$ cat config.mk
export PLATFORM = sky130hd
export DESIGN_NAME = slmo_fifo
export DESIGN_NICKNAME = d
export VERILOG_FILES = /design/src/slmo_pkg.sv /design/src/slmo_fifo.sv
export SDC_FILE = /design/constraint.sdc
export NUM_CORES = 1
export LEC_CHECK = 0
export ABC_AREA = 1
export CORE_MARGIN = 2
export CORE_UTILIZATION = 55
export DETAILED_ROUTE_END_ITERATION = 7
export DONT_BUFFER_PORTS = 1
export PLACE_DENSITY = 0.78
export SYNTH_ARGS = -nofsm -noshare
export SYNTH_HDL_FRONTEND = slang
export SYNTH_SLANG_ARGS = --single-unit
$ cat constraint.sdc
create_clock -name clk -period 5 [get_ports clk]
set_input_delay 0.25 -clock clk [delete_from_list [all_inputs] [get_ports clk]]
set_output_delay 0.25 -clock clk [all_outputs]
set_load 0.03 [all_outputs]
$ cat src/slmo_pkg.sv
// slmo_pkg: shared types and constants for the sorted list merge offset match block
// no dependencies; used by slmo_front, slmo_fifo, slmo_back and the top level
package slmo_pkg;

  // b store sizing
  localparam int unsigned B_DEPTH = 1024;
  localparam int unsigned B_AW    = (B_DEPTH > 1) ? $clog2(B_DEPTH) : 1;
  localparam int unsigned B_CW    = $clog2(B_DEPTH + 1);
  localparam logic [B_CW-1:0] B_FULL = B_CW'(B_DEPTH);

  // command queue sizing
  localparam int unsigned FIFO_DEPTH = 2;
  localparam int unsigned FIFO_AW    = (FIFO_DEPTH > 1) ? $clog2(FIFO_DEPTH) : 1;
  localparam int unsigned FIFO_CW    = $clog2(FIFO_DEPTH + 1);

  localparam int unsigned DATA_W = 32;

  // configuration register indexes
  localparam int unsigned CFG_IDX_W = 2;
  localparam logic [CFG_IDX_W-1:0] REG_KEY_LENGTH   = 2'd0;
  localparam logic [CFG_IDX_W-1:0] REG_GAP          = 2'd1;
  localparam logic [CFG_IDX_W-1:0] REG_START_OFFSET = 2'd2;

  typedef enum logic [1:0] {
    MODE_CLEAR  = 2'd0,
    MODE_APPEND = 2'd1,
    MODE_REWIND = 2'd2,
    MODE_QUERY  = 2'd3
  } mode_t;

  // one queued command: data is the b value for append, the target for query
  typedef struct packed {
    mode_t             mode;
    logic [DATA_W-1:0] data;
    logic [DATA_W-1:0] match_value;
  } cmd_t;

  typedef enum logic {
    ST_IDLE = 1'b0,
    ST_SCAN = 1'b1
  } back_state_t;

  typedef struct packed {
    logic            scanning;
    logic [B_CW-1:0] b_count;
    logic [B_CW-1:0] scan_pos;
  } back_status_t;

endpackage

$ cat src/slmo_fifo.sv
// slmo_fifo: short command queue between front and back
// depends on slmo_pkg for the command type and depth
module slmo_fifo (
  input  logic           clk,
  input  logic           rst_n,
  input  logic           push,
  input  slmo_pkg::cmd_t push_cmd,
  output logic           full,
  output logic           pop_valid,
  input  logic           pop,
  output slmo_pkg::cmd_t pop_cmd
);

  slmo_pkg::cmd_t                      entry_r [slmo_pkg::FIFO_DEPTH];
  logic [slmo_pkg::FIFO_AW-1:0]        wr_ptr_r, wr_ptr_nxt;
  logic [slmo_pkg::FIFO_AW-1:0]        rd_ptr_r, rd_ptr_nxt;
  logic [slmo_pkg::FIFO_CW-1:0]        cnt_r, cnt_nxt;
  logic                                do_push, do_pop;

  assign full      = (cnt_r == slmo_pkg::FIFO_CW'(slmo_pkg::FIFO_DEPTH));
  assign pop_valid = (cnt_r != '0);
  assign pop_cmd   = entry_r[rd_ptr_r];
  assign do_push   = push & ~full;
  assign do_pop    = pop & pop_valid;

  always_comb begin
    wr_ptr_nxt = wr_ptr_r;
    rd_ptr_nxt = rd_ptr_r;
    cnt_nxt    = cnt_r;
    if (do_push) begin
      wr_ptr_nxt = (wr_ptr_r == slmo_pkg::FIFO_AW'(slmo_pkg::FIFO_DEPTH - 1)) ?
                   '0 : wr_ptr_r + 1'b1;
    end
    if (do_pop) begin
      rd_ptr_nxt = (rd_ptr_r == slmo_pkg::FIFO_AW'(slmo_pkg::FIFO_DEPTH - 1)) ?
                   '0 : rd_ptr_r + 1'b1;
    end
    if (do_push && !do_pop) begin
      cnt_nxt = cnt_r + 1'b1;
    end else if (do_pop && !do_push) begin
      cnt_nxt = cnt_r - 1'b1;
    end
  end

  always_ff @(posedge clk) begin
    if (!rst_n) begin
      wr_ptr_r <= '0;
      rd_ptr_r <= '0;
      cnt_r    <= '0;
    end else begin
      wr_ptr_r <= wr_ptr_nxt;
      rd_ptr_r <= rd_ptr_nxt;
      cnt_r    <= cnt_nxt;
    end
  end

  always_ff @(posedge clk) begin
    if (do_push) begin
      entry_r[wr_ptr_r] <= push_cmd;
    end
  end

endmodule

==> results_tabular.tex <==
\begin{tabular}{lr}
\hline
Metric & Value \\
\hline
\multicolumn{2}{l}{\textbf{Status}} \\
Outcome & complete, no violations \\
\multicolumn{2}{l}{\textbf{Power}} \\
Switching part of the total power & 29.7\% \\
Share of power burned in combinational logic & 22.7\% \\
Net switching power figure & about 1.1 mW \\
Power per Cell Area & 564 nW/µm² \\
Share of total power in sequential cells & 42.3\% \\
VDD IR-drop max & 0.000408 V \\
Internal power component & approximately 2.6 mW \\
Clock power frac & 35.0\% \\
Total leakage power & 2.33 nW \\
Overall power after layout & 3.71 mW \\
\multicolumn{2}{l}{\textbf{Place}} \\
Cell Area, Placed & about 5300 µm² \\
Routability cong. & between 0.7 and 0.8 \\
Half-perimeter wire length after detailed placement & 5.19 mm \\
Buffers added on ports & 0 \\
\multicolumn{2}{l}{\textbf{Clock tree}} \\
Insertion delay of the later-clocked pin in the worst-skew pair & between 0.4 and 0.5 ns \\
Number of clock sinks & 137 \\
Number of buffers inserted to repair setup after CTS & 0 \\
Cts bufs inserted & 17 \\
Clock transition at the register clock pins on the worst setup and hold paths after CTS & 0.05 ns \\
Max clock buf depth & 2 \\
Number of instances resized during post-cts repair & 0 \\
Clock tree from TritonCTS & yes \\
Clock root buffer master & clkbuf\_8 \\
H-tree depth & 4 \\
Hold-fix buffers, CTS & 67 \\
\multicolumn{2}{l}{\textbf{Global route}} \\
GRT Overall Usage & 17.3\% \\
Number of global-route vias before repair & 2584 \\
Total congestion overflow & 0 \\
Global-route wire length before repair & 12.9 mm \\
Number of antenna violations at the first check in global routing & 0 \\
Pin count of the biggest net entering global routing & 67 \\
\multicolumn{2}{l}{\textbf{Synthesis}} \\
Most numerous cell in the Yosys netlist & edfxtp\_1 \\
Total of warnings raised by yosys & 0 \\
EDFF count, synth & 132 \\
Most area-consuming cells after synthesis & edfxtp\_1 77\%, mux2\_4 12\%, mux2\_2 5.7\% \\
Fraction of post-synthesis cell area in the top cell type by area & 76.7\% \\
Count of mapped cells out of synthesis & 242 \\
Number of synthesized register bits & 137 \\
Main flop type after synthesis & edfxtp\_1 \\
Biggest area consumer among synthesized cells & edfxtp\_1 \\
Syn Area/Cell & 21.4 µm² \\
Number of distinct standard cells referenced by the synthesized netlist & 16 \\
Sequential area share after synthesis & 78.6\% \\
Post-synthesis async set-or-reset flop share & 0\% \\
Area of the mapped netlist & about 5200 µm² \\
Top post-synthesis cells by count & 132 x edfxtp\_1, 40 x mux2\_4, 26 x mux2\_2, 9 x nor2\_1, 8 x inv\_1 \\
Net count after synthesis & 313 \\
\multicolumn{2}{l}{\textbf{Floorplanning}} \\
Horizontal die dimension & 101 µm \\
Die height & 101 µm \\
Initial core utilization & 56.2\% \\
Placeable core region & 9200 µm² \\
Number of top-level design ports & 138 \\
Overall die area & 10200 µm² \\
Num rows & 35 \\
\multicolumn{2}{l}{\textbf{Critical path}} \\
Cell breakdown of the critical path & mux2\_2 \\
R2R cell count & 4 \\
Worst Path Class, Setup & register to primary output \\
Number of cells on the critical path & 1 \\
Sort of element at the end of the critical path & primary output \\
Required time of the worst setup path & 4.75 ns \\
Arrival time worst endpoint & between 2 and 2.5 ns \\
Delay contributed by the slowest stage of the critical path & 1.02 ns \\
Buffers and inverters on the worst path & 0 \\
Highest-delay cell along the critical path & dfxtp\_4 \\
CP max FO & 66 \\
Kind of launch point of the worst setup path & register \\
Cell family contributing the most delay on the critical path & flip-flops \\
Startpoint of the lowest-slack register-to-register path & cnt\_r[1]\$\_SDFFE\_PN0P\_ \\
\multicolumn{2}{l}{\textbf{STA}} \\
Final number of max-transition violations & 0 \\
Max Clock Skew & between 0.004 and 0.005 ns \\
Final setup viols & 0 \\
Worst hold-check slack & 0.0841 ns \\
Relative slew slack & 27.7\% \\
Setup TNS & 0 ns \\
Final critical path time including I/O delays and setup & 2.38 ns \\
Post-route clock period utilization & between 40\% and 50\% \\
Setup repair after global routing missed its margin & no \\
Number of hold violations in the final report & 0 \\
Peak Freq & about 0.42 GHz \\
Transition at the pin with the smallest max-transition slack & roughly 1.1 ns \\
\multicolumn{2}{l}{\textbf{Layout}} \\
Proportion of layout cells with a drive suffix above 1 & about 30\% \\
Total Nets Final & roughly 390 \\
Cell area after layout & 6570 µm² \\
Relative area change from synthesis to final layout & 27.1\% \\
Utilization after layout & 71.4\% \\
\multicolumn{2}{l}{\textbf{Route}} \\
DRC violation count after routing & 0 \\
DRT antenna net count & 0 \\
Total Wirelength & 8.75 mm \\
Starting DRC count in detailed routing & 55 \\
Via/cell ratio & 5.35 \\
Vias after detailed routing & 2399 \\
Wire length per cell & 19.5 µm \\
Router iterations before antenna repair & 4 \\
\multicolumn{2}{l}{\textbf{Min path}} \\
Class of the worst hold path & input pin to register \\
Count of cells along the worst hold path & 3 \\
Origin of the worst min-delay path & pop \\
\multicolumn{2}{l}{\textbf{Job}} \\
MaxCap Viol Count & 0 \\
\hline
\end{tabular}
-- registers in the layout, summed over array words and instances, names as in the netlist, named ones only --
name,cells
cnt_r,2
entry_r,132
rd_ptr_r,1
wr_ptr_r,1
-- per-layer routing --
layer  vias to the layer above  global-route usage (%)  part of all wire, %
met2                        96                    29.9                   53
met5                         -                       0                    0
met3                        11                    7.56                  7.8
li1                       1104                       -                    -
met4                         0                    6.44                 0.97
met1                      1188                    18.9                   38
-- through the flow --
step | instances | setup slack [ns]
floorplan | 242 | 1.26
global placement | 348 | 2.84
detailed placement | 348 | 2.75
CTS | 447 | 2.58
global route | 447 | 2.51
finish | 448 | 2.62
-- power groups by stage --
| stage | clock network (mW) | logic (mW) | registers (mW) |
|---|---|---|---|
| after floorplan | 0 | 0.781 | 1.52 |
| after global placement | 0 | 0.780 | 1.58 |
| after detailed placement | 0 | 0.795 | 1.60 |
| after CTS | 1.32 | 0.846 | 1.57 |
| after global routing | 1.37 | 0.879 | 1.59 |
| final | 1.30 | 0.841 | 1.57 |
-- kinds of logic after synthesis --
group                      after synthesis  share of synthesized area, %
and+or+nand+nor                         18                          1.38
AOI/OAI and AO/OA                        5                         0.605
adders and majority gates                1                         0.242
DFF                                    137                          78.6
buffers and inverters                   15                          1.86
muxes                                   66                          17.3
-- final cells by class --
cell class              instances  area, µm²
multi-input cells              90       1020
flip-flops and latches        137       4070
well taps                     111        139
diodes                          1       2.50
inverters                       8       30.0
clock buffers                  20        425
clock inverters                12        196
fillers                       579       2630
repair buffers                 69        686
-- layout by cell type, fill, tap and decap left out, types with 3 or more instances in the layout --
cell | Yosys | final
clkbuf_1 | 0 | 3
nor2_1 | 9 | 7
mux2_4 | 40 | 40
bufinv_16 | 0 | 5
mux2_2 | 26 | 26
dfxtp_1 | 5 | 4
inv_1 | 8 | 8
dlygate4sd3_1 | 0 | 67
edfxtp_1 | 132 | 132
nand2_1 | 7 | 7
clkbuf_16 | 0 | 16
-- path summary, 6_finish.rpt --
kind	slack, ns	to
setup / recovery	2.62	pop_cmd[51]
hold / removal	0.08	register
setup reg to reg	2.77	entry_r[1][20]$_DFFE_PP_
hold reg to reg	0.51	register
(Power assumes the default switching activity.)
