**src/slmo_pkg.sv**
```systemverilog
// slmo_pkg: shared types and constants for the sorted list merge offset match block
// no dependencies; used by slmo_front, slmo_fifo, slmo_back and the top level
package slmo_pkg;

  // b store sizing
  localparam int unsigned B_DEPTH = 1024;
  localparam int unsigned B_AW    = (B_DEPTH > 1) ? $clog2(B_DEPTH) : 1;
  localparam int unsigned B_CW    = $clog2(B_DEPTH + 1);
  localparam logic [B_CW-1:0] B_FULL = B_CW'(B_DEPTH);

  // command queue sizing
  localparam int unsigned FIFO_DEPTH = 2;
  localparam int unsigned FIFO_AW    = (FIFO_DEPTH > 1) ? $clog2(FIFO_DEPTH) : 1;
  localparam int unsigned FIFO_CW    = $clog2(FIFO_DEPTH + 1);

  localparam int unsigned DATA_W = 32;

  // configuration register indexes
  localparam int unsigned CFG_IDX_W = 2;
  localparam logic [CFG_IDX_W-1:0] REG_KEY_LENGTH   = 2'd0;
  localparam logic [CFG_IDX_W-1:0] REG_GAP          = 2'd1;
  localparam logic [CFG_IDX_W-1:0] REG_START_OFFSET = 2'd2;

  typedef enum logic [1:0] {
    MODE_CLEAR  = 2'd0,
    MODE_APPEND = 2'd1,
    MODE_REWIND = 2'd2,
    MODE_QUERY  = 2'd3
  } mode_t;

  // one queued command: data is the b value for append, the target for query
  typedef struct packed {
    mode_t             mode;
    logic [DATA_W-1:0] data;
    logic [DATA_W-1:0] match_value;
  } cmd_t;

  typedef enum logic {
    ST_IDLE = 1'b0,
    ST_SCAN = 1'b1
  } back_state_t;

  typedef struct packed {
    logic            scanning;
    logic [B_CW-1:0] b_count;
    logic [B_CW-1:0] scan_pos;
  } back_status_t;

endpackage

```
**src/slmo_front.sv**
```systemverilog
// slmo_front: configuration registers and input classification
// depends on slmo_pkg; turns an input item into a queued command
module slmo_front (
  input  logic                                clk,
  input  logic                                rst_n,
  input  logic                                cfg_valid,
  output logic                                cfg_ready,
  input  logic [slmo_pkg::CFG_IDX_W-1:0]      cfg_index,
  input  logic [slmo_pkg::DATA_W-1:0]         cfg_data,
  input  logic                                in_valid,
  output logic                                in_ready,
  input  logic [1:0]                          in_mode,
  input  logic [slmo_pkg::DATA_W-1:0]         in_value,
  output logic                                push,
  output slmo_pkg::cmd_t                      push_cmd,
  input  logic                                fifo_full
);

  logic [slmo_pkg::DATA_W-1:0] key_length_r, key_length_nxt;
  logic [slmo_pkg::DATA_W-1:0] gap_r, gap_nxt;
  logic [slmo_pkg::DATA_W-1:0] start_offset_r, start_offset_nxt;
  slmo_pkg::mode_t             mode;

  assign cfg_ready = 1'b1;
  assign in_ready  = ~fifo_full;
  assign push      = in_valid & ~fifo_full;
  assign mode      = slmo_pkg::mode_t'(in_mode);

  always_comb begin
    key_length_nxt   = key_length_r;
    gap_nxt          = gap_r;
    start_offset_nxt = start_offset_r;
    if (cfg_valid) begin
      unique case (cfg_index)
        slmo_pkg::REG_KEY_LENGTH:   key_length_nxt   = cfg_data;
        slmo_pkg::REG_GAP:          gap_nxt          = cfg_data;
        slmo_pkg::REG_START_OFFSET: start_offset_nxt = cfg_data;
        default: ;
      endcase
    end
  end

  always_ff @(posedge clk) begin
    if (!rst_n) begin
      key_length_r   <= '0;
      gap_r          <= '0;
      start_offset_r <= '0;
    end else begin
      key_length_r   <= key_length_nxt;
      gap_r          <= gap_nxt;
      start_offset_r <= start_offset_nxt;
    end
  end

  // target and output value are worked out here so the scan loop only compares
  always_comb begin
    push_cmd.mode        = mode;
    push_cmd.data        = in_value;
    push_cmd.match_value = '0;
    unique case (mode) inside
      slmo_pkg::MODE_QUERY: begin
        push_cmd.data        = in_value + key_length_r + gap_r;
        push_cmd.match_value = in_value - start_offset_r;
      end
      slmo_pkg::MODE_CLEAR, slmo_pkg::MODE_APPEND, slmo_pkg::MODE_REWIND: ;
    endcase
  end

endmodule

```
**config.mk**
```make
export PLATFORM = sky130hd
export DESIGN_NAME = slmo_front
export DESIGN_NICKNAME = d
export VERILOG_FILES = /design/src/slmo_pkg.sv /design/src/slmo_front.sv
export SDC_FILE = /design/constraint.sdc
export NUM_CORES = 1
export LEC_CHECK = 0
export BUFFER_PORTS_ARGS = -buffer_cell sky130_fd_sc_hd__buf_2
export CAP_MARGIN = 20
export CORE_ASPECT_RATIO = 0.6
export CORE_MARGIN = 2
export CORE_UTILIZATION = 40
export CTS_CLUSTER_SIZE = 12
export DETAILED_ROUTE_END_ITERATION = 8
export GPL_TIMING_DRIVEN = 0
export PLACE_DENSITY_LB_ADDON = 0.15
export SETUP_SLACK_MARGIN = 0.1
export SYNTH_ARGS = -nofsm -noshare
export SYNTH_HDL_FRONTEND = slang
export SYNTH_SLANG_ARGS = --single-unit
export TNS_END_PERCENT = 20
```
**constraint.sdc**
```tcl
create_clock -name clk -period 4.35 [get_ports clk]
set_input_delay 0.6525 -clock clk [delete_from_list [all_inputs] [get_ports clk]]
set_output_delay 0.6525 -clock clk [all_outputs]
set_load 0.05 [all_outputs]
```
==> reports/summary.log <==
[outcome] status finished, violations left
[outcome] failing checks setup timing
[floorplanning] width of the die 186.5 µm
[setup_path] Crit. End Element output port
[sta] Worst Skew 0 ns
[logic_synthesis] Area contributors post-synth sky130_fd_sc_hd__dfxtp_1, sky130_fd_sc_hd__nand2_1, sky130_fd_sc_hd__ha_1
[routing] Post-route DRC 0
[setup_path] Setup CP Type in -> out
[layout] synthesis-to-finish area growth 21.37%
[sta] endpoints failing setup 3
[routing] Via-to-Cell Ratio 5.293
[logic_synthesis] Post-Synthesis Net Count 1204
[place] routability-driven placement congestion ratio 0.9332
[setup_path] worst path required time 3.70 ns
[routing] routed via count 7744
[power] total power divided by cell area 290.4 mW/mm²
[power] Worst IR Drop VDD 180.3 µV
[setup_path] reg-to-reg endpoint start_offset_r[24]$_SDFFE_PN0P_
[setup_path] critical path peak fanout 4
[grt] gr usage total 25.19%
[layout] layout cells sized above 1 17.39%
[hold_path] endpoint of the worst hold-timing path start_offset_r[16]$_SDFFE_PN0P_
[power] standby leakage power 4.138 nW
[setup_path] critical path arrival 3.81 ns
[logic_synthesis] flop and latch count out of synthesis 96
[hold_path] startpoint of the lowest-slack hold path start_offset_r[16]$_SDFFE_PN0P_
[sta] RSZ-0062 raised after global routing yes
[setup_path] Reg2Reg Launch Point start_offset_r[24]$_SDFFE_PN0P_
[floorplanning] number of placement rows 39
[clocking] number of CTS-inserted buffers 9
[logic_synthesis] Yosys top cell by area sky130_fd_sc_hd__dfxtp_1
[logic_synthesis] EDFF count, synth 0
[floorplanning] area of the die 0.02117 mm²
[logic_synthesis] share of flip-flops with an asynchronous set or reset 0%
[logic_synthesis] average cell area after synthesis 7.707 µm²
[setup_path] length in cells of the worst reg-to-reg path 2
[floorplanning] initial core utilization 41.36%
[grt] wire length of the first global-routing pass 40370 µm
[routing] Routed wire per std cell 18.38 µm
[clocking] Clk Tree Root Cell sky130_fd_sc_hd__clkbuf_16
[hold_path] worst min-delay path category reg -> reg
[sta] Final Hold Fails 0
[logic_synthesis] Netlist cell types 63
[sta] final worst path period share 102.6%
[logic_synthesis] fraction of the mapped netlist area in compound gates 26.05%
[sta] headroom to the max-slew limit 33.44%
[routing] violation count after the first detailed-route iteration 761
[logic_synthesis] dominant combinational cell family by area after synthesis compound AO/OA/AOI/OAI gates
[hold_path] Worst Hold Depth 2
[logic_synthesis] most instantiated library cell after synthesis sky130_fd_sc_hd__nand2_1
[sta] max-slew violation count 0
[power] Total Power Consumption 2.817 mW
[routing] number of detailed-route iterations in the first pass 5
[place] number of placed instances with taps included 1442
[sta] minimum period implied by the final worst setup slack 4.463 ns
[logic_synthesis] synthesized-area fraction occupied by xor and xnor cells 5.589%
[logic_synthesis] post-synthesis simple-gate area fraction 20.87%
[logic_synthesis] portion of the post-synthesis area used by sequential elements 24.05%
[clocking] clk slew on worst S/H paths 0.06 ns
[layout] number of nets in the layout 1359
[logic_synthesis] top cell types by occurrence after synthesis sky130_fd_sc_hd__nand2_1, sky130_fd_sc_hd__a21boi_0, sky130_fd_sc_hd__dfxtp_1, sky130_fd_sc_hd__ha_1, sky130_fd_sc_hd__nor2_1
[grt] maximum number of pins on one net before global-route repair 17
[place] post-placement setup slack -0.4340 ns
[logic_synthesis] Synth Area in Adders 17.81%
[sta] TNS Setup -0.1933 ns
[clocking] CTS sink cnt 96
[logic_synthesis] Warnings, synthesis 0
[layout] Final Non-Filler Cells 1463
[routing] aggregate routed wire length 26890 µm
[sta] worst slew pin tran 0.9984 ns
[sta] final setup slack of the worst path -0.1131 ns
[place] estimated wirelength of the detail-placed design 21500 µm
[floorplanning] number of top-level design ports 142
[clocking] number of buffers added to fix hold violations after cts 0
[logic_synthesis] Synth top area share 24.05%
[logic_synthesis] multiplexer fraction of the synthesized cell area 0.2505%
[clocking] CTS tree done
[job] max-cap violations 0
[clocking] H-tree depth 3
[sta] final hold slack 0.4630 ns
[logic_synthesis] Netlist Area Pre-Place 0.007993 mm²
[clocking] Clk Latency, worst-skew pair 0.36 ns
[setup_path] minimum setup slack among reg-to-reg paths 3.59 ns
[routing] final antenna-violating net count 0
[grt] via count of the first global-routing pass 6871
[logic_synthesis] commonest register cell after synthesis sky130_fd_sc_hd__dfxtp_1
[setup_path] crit path launch type input port
[sta] maximum operating frequency 224.1 MHz
[floorplanning] Core Area 0.01932 mm²
[floorplanning] die height 113.5 µm
[grt] number of antenna violations at the first check in global routing 1
[grt] global-route congestion overflow total 0
[clocking] maximum root-to-sink buffer count 2
[logic_synthesis] cell count after synthesis 1037
[place] Port-buffer cells 139
-- repair_timing --
action | in CTS | in global routing
cloned | 0 | 0
setup buffers | 3 | 2
pin swaps | 14 | 21
setup endpoints to repair | 20 | 23
resized for setup | 45 | 33
-- through the flow --
| stage | area (µm²) | utilization, % |
|---|---|---|
| after floorplan | 8001 | - |
| after global placement | 9030 | 46.73 |
| after detailed placement | 9030 | 46.73 |
| after CTS | 9544 | 49.39 |
| after global routing | 9698 | 50.19 |
| final | 9701 | 50.20 |
-- how the worst max path moves through the flow --
| stage | startpoint | end |
|---|---|---|
| after floorplan | in_value[1] | push_cmd[49] |
| after global placement | in_value[1] | push_cmd[63] |
| after detailed placement | in_value[1] | push_cmd[63] |
| after CTS | in_value[1] | push_cmd[63] |
| after global routing | in_value[1] | push_cmd[61] |
| final | in_value[1] | push_cmd[61] |
-- final cells by class --
cell class	count	area, µm²
Antenna cell	1	2.502
Sequential cell	96	1922
Multi-Input combinational cell	832	5866
Fill cell	1982	9623
Timing Repair Buffer	144	848.3
Inverter	53	198.9
Clock inverter	5	63.81
Buffer	56	227.7
Clock buffer	10	239.0
Tap cell	266	332.8
-- state kept, by name, summed over array words and instances, names as in the netlist --
signal	count
gap_r	32
start_offset_r	32
key_length_r	32
-- logic make-up (layout without fill, tap and decap cells) --
| group | count (synthesis) | after routing |
|---|---|---|
| buffers and inverters | 109 | 268 |
| xor gates and xnor gates | 51 | 51 |
| and+or+nand+nor | 388 | 388 |
| other | 1 | 2 |
| muxes | 2 | 2 |
| AOI/OAI and AO/OA | 296 | 296 |
| DFF | 96 | 96 |
| adders and majority gates | 94 | 94 |
-- worst max-delay path, stage by stage --
cell and delay [ns]:
sky130_fd_sc_hd__buf_8 0.11, sky130_fd_sc_hd__fa_1 0.47, sky130_fd_sc_hd__ha_2 0.20, sky130_fd_sc_hd__inv_2 0.05, sky130_fd_sc_hd__fa_2 0.22, sky130_fd_sc_hd__nor2b_4 0.05
sky130_fd_sc_hd__o31a_1 0.34, sky130_fd_sc_hd__o41ai_4 0.37, sky130_fd_sc_hd__a31oi_4 0.21, sky130_fd_sc_hd__o41ai_4 0.32, sky130_fd_sc_hd__o31a_1 0.25, sky130_fd_sc_hd__o21ai_1 0.08
sky130_fd_sc_hd__xnor2_1 0.13, sky130_fd_sc_hd__o21ai_1 0.16, sky130_fd_sc_hd__buf_6 0.19
-- cells in the final DEF (no fill, tap or decap), types with 4 or more instances in the layout --
cell and count:
sky130_fd_sc_hd__o21ai_0 32, sky130_fd_sc_hd__inv_1 51, sky130_fd_sc_hd__and3_1 6, sky130_fd_sc_hd__ha_1 59, sky130_fd_sc_hd__o21a_1 9, sky130_fd_sc_hd__o21ai_1 12, sky130_fd_sc_hd__nand2b_1 11, sky130_fd_sc_hd__o21bai_1 4
sky130_fd_sc_hd__a21oi_1 46, sky130_fd_sc_hd__a31oi_1 7, sky130_fd_sc_hd__nor2b_1 4, sky130_fd_sc_hd__a211oi_1 4, sky130_fd_sc_hd__o31ai_1 4, sky130_fd_sc_hd__nand2_1 253, sky130_fd_sc_hd__nand3_1 14, sky130_fd_sc_hd__clkbuf_16 9
sky130_fd_sc_hd__dfxtp_1 96, sky130_fd_sc_hd__a21oi_4 4, sky130_fd_sc_hd__o41ai_4 4, sky130_fd_sc_hd__a21o_1 34, sky130_fd_sc_hd__nor3_1 9, sky130_fd_sc_hd__clkbuf_1 46, sky130_fd_sc_hd__buf_4 16, sky130_fd_sc_hd__o21ai_2 5
sky130_fd_sc_hd__o211ai_1 8, sky130_fd_sc_hd__nand4_1 6, sky130_fd_sc_hd__xnor2_1 27, sky130_fd_sc_hd__or3_1 4, sky130_fd_sc_hd__and2_1 5, sky130_fd_sc_hd__buf_2 121, sky130_fd_sc_hd__a21boi_0 98, sky130_fd_sc_hd__nor2_1 54
sky130_fd_sc_hd__xor2_1 24, sky130_fd_sc_hd__nand3b_1 6, sky130_fd_sc_hd__fa_1 31, sky130_fd_sc_hd__buf_6 12
-- metal layers --
layer	up-vias	share of wire, %	GRT usage, %
met4	0	0.90	4.127
met2	310	36	31.92
met1	3566	54	41.11
met3	19	9.4	6.923
li1	3849	-	-
met5	-	0	0
-- report_power, final --
group          total (mW)  switching, mW  internal, mW
sequential          0.929         0.0214         0.907
combinational        1.03          0.682         0.351
clock               0.855          0.389         0.466
Note: power is estimated with default switching activity, not from simulation.
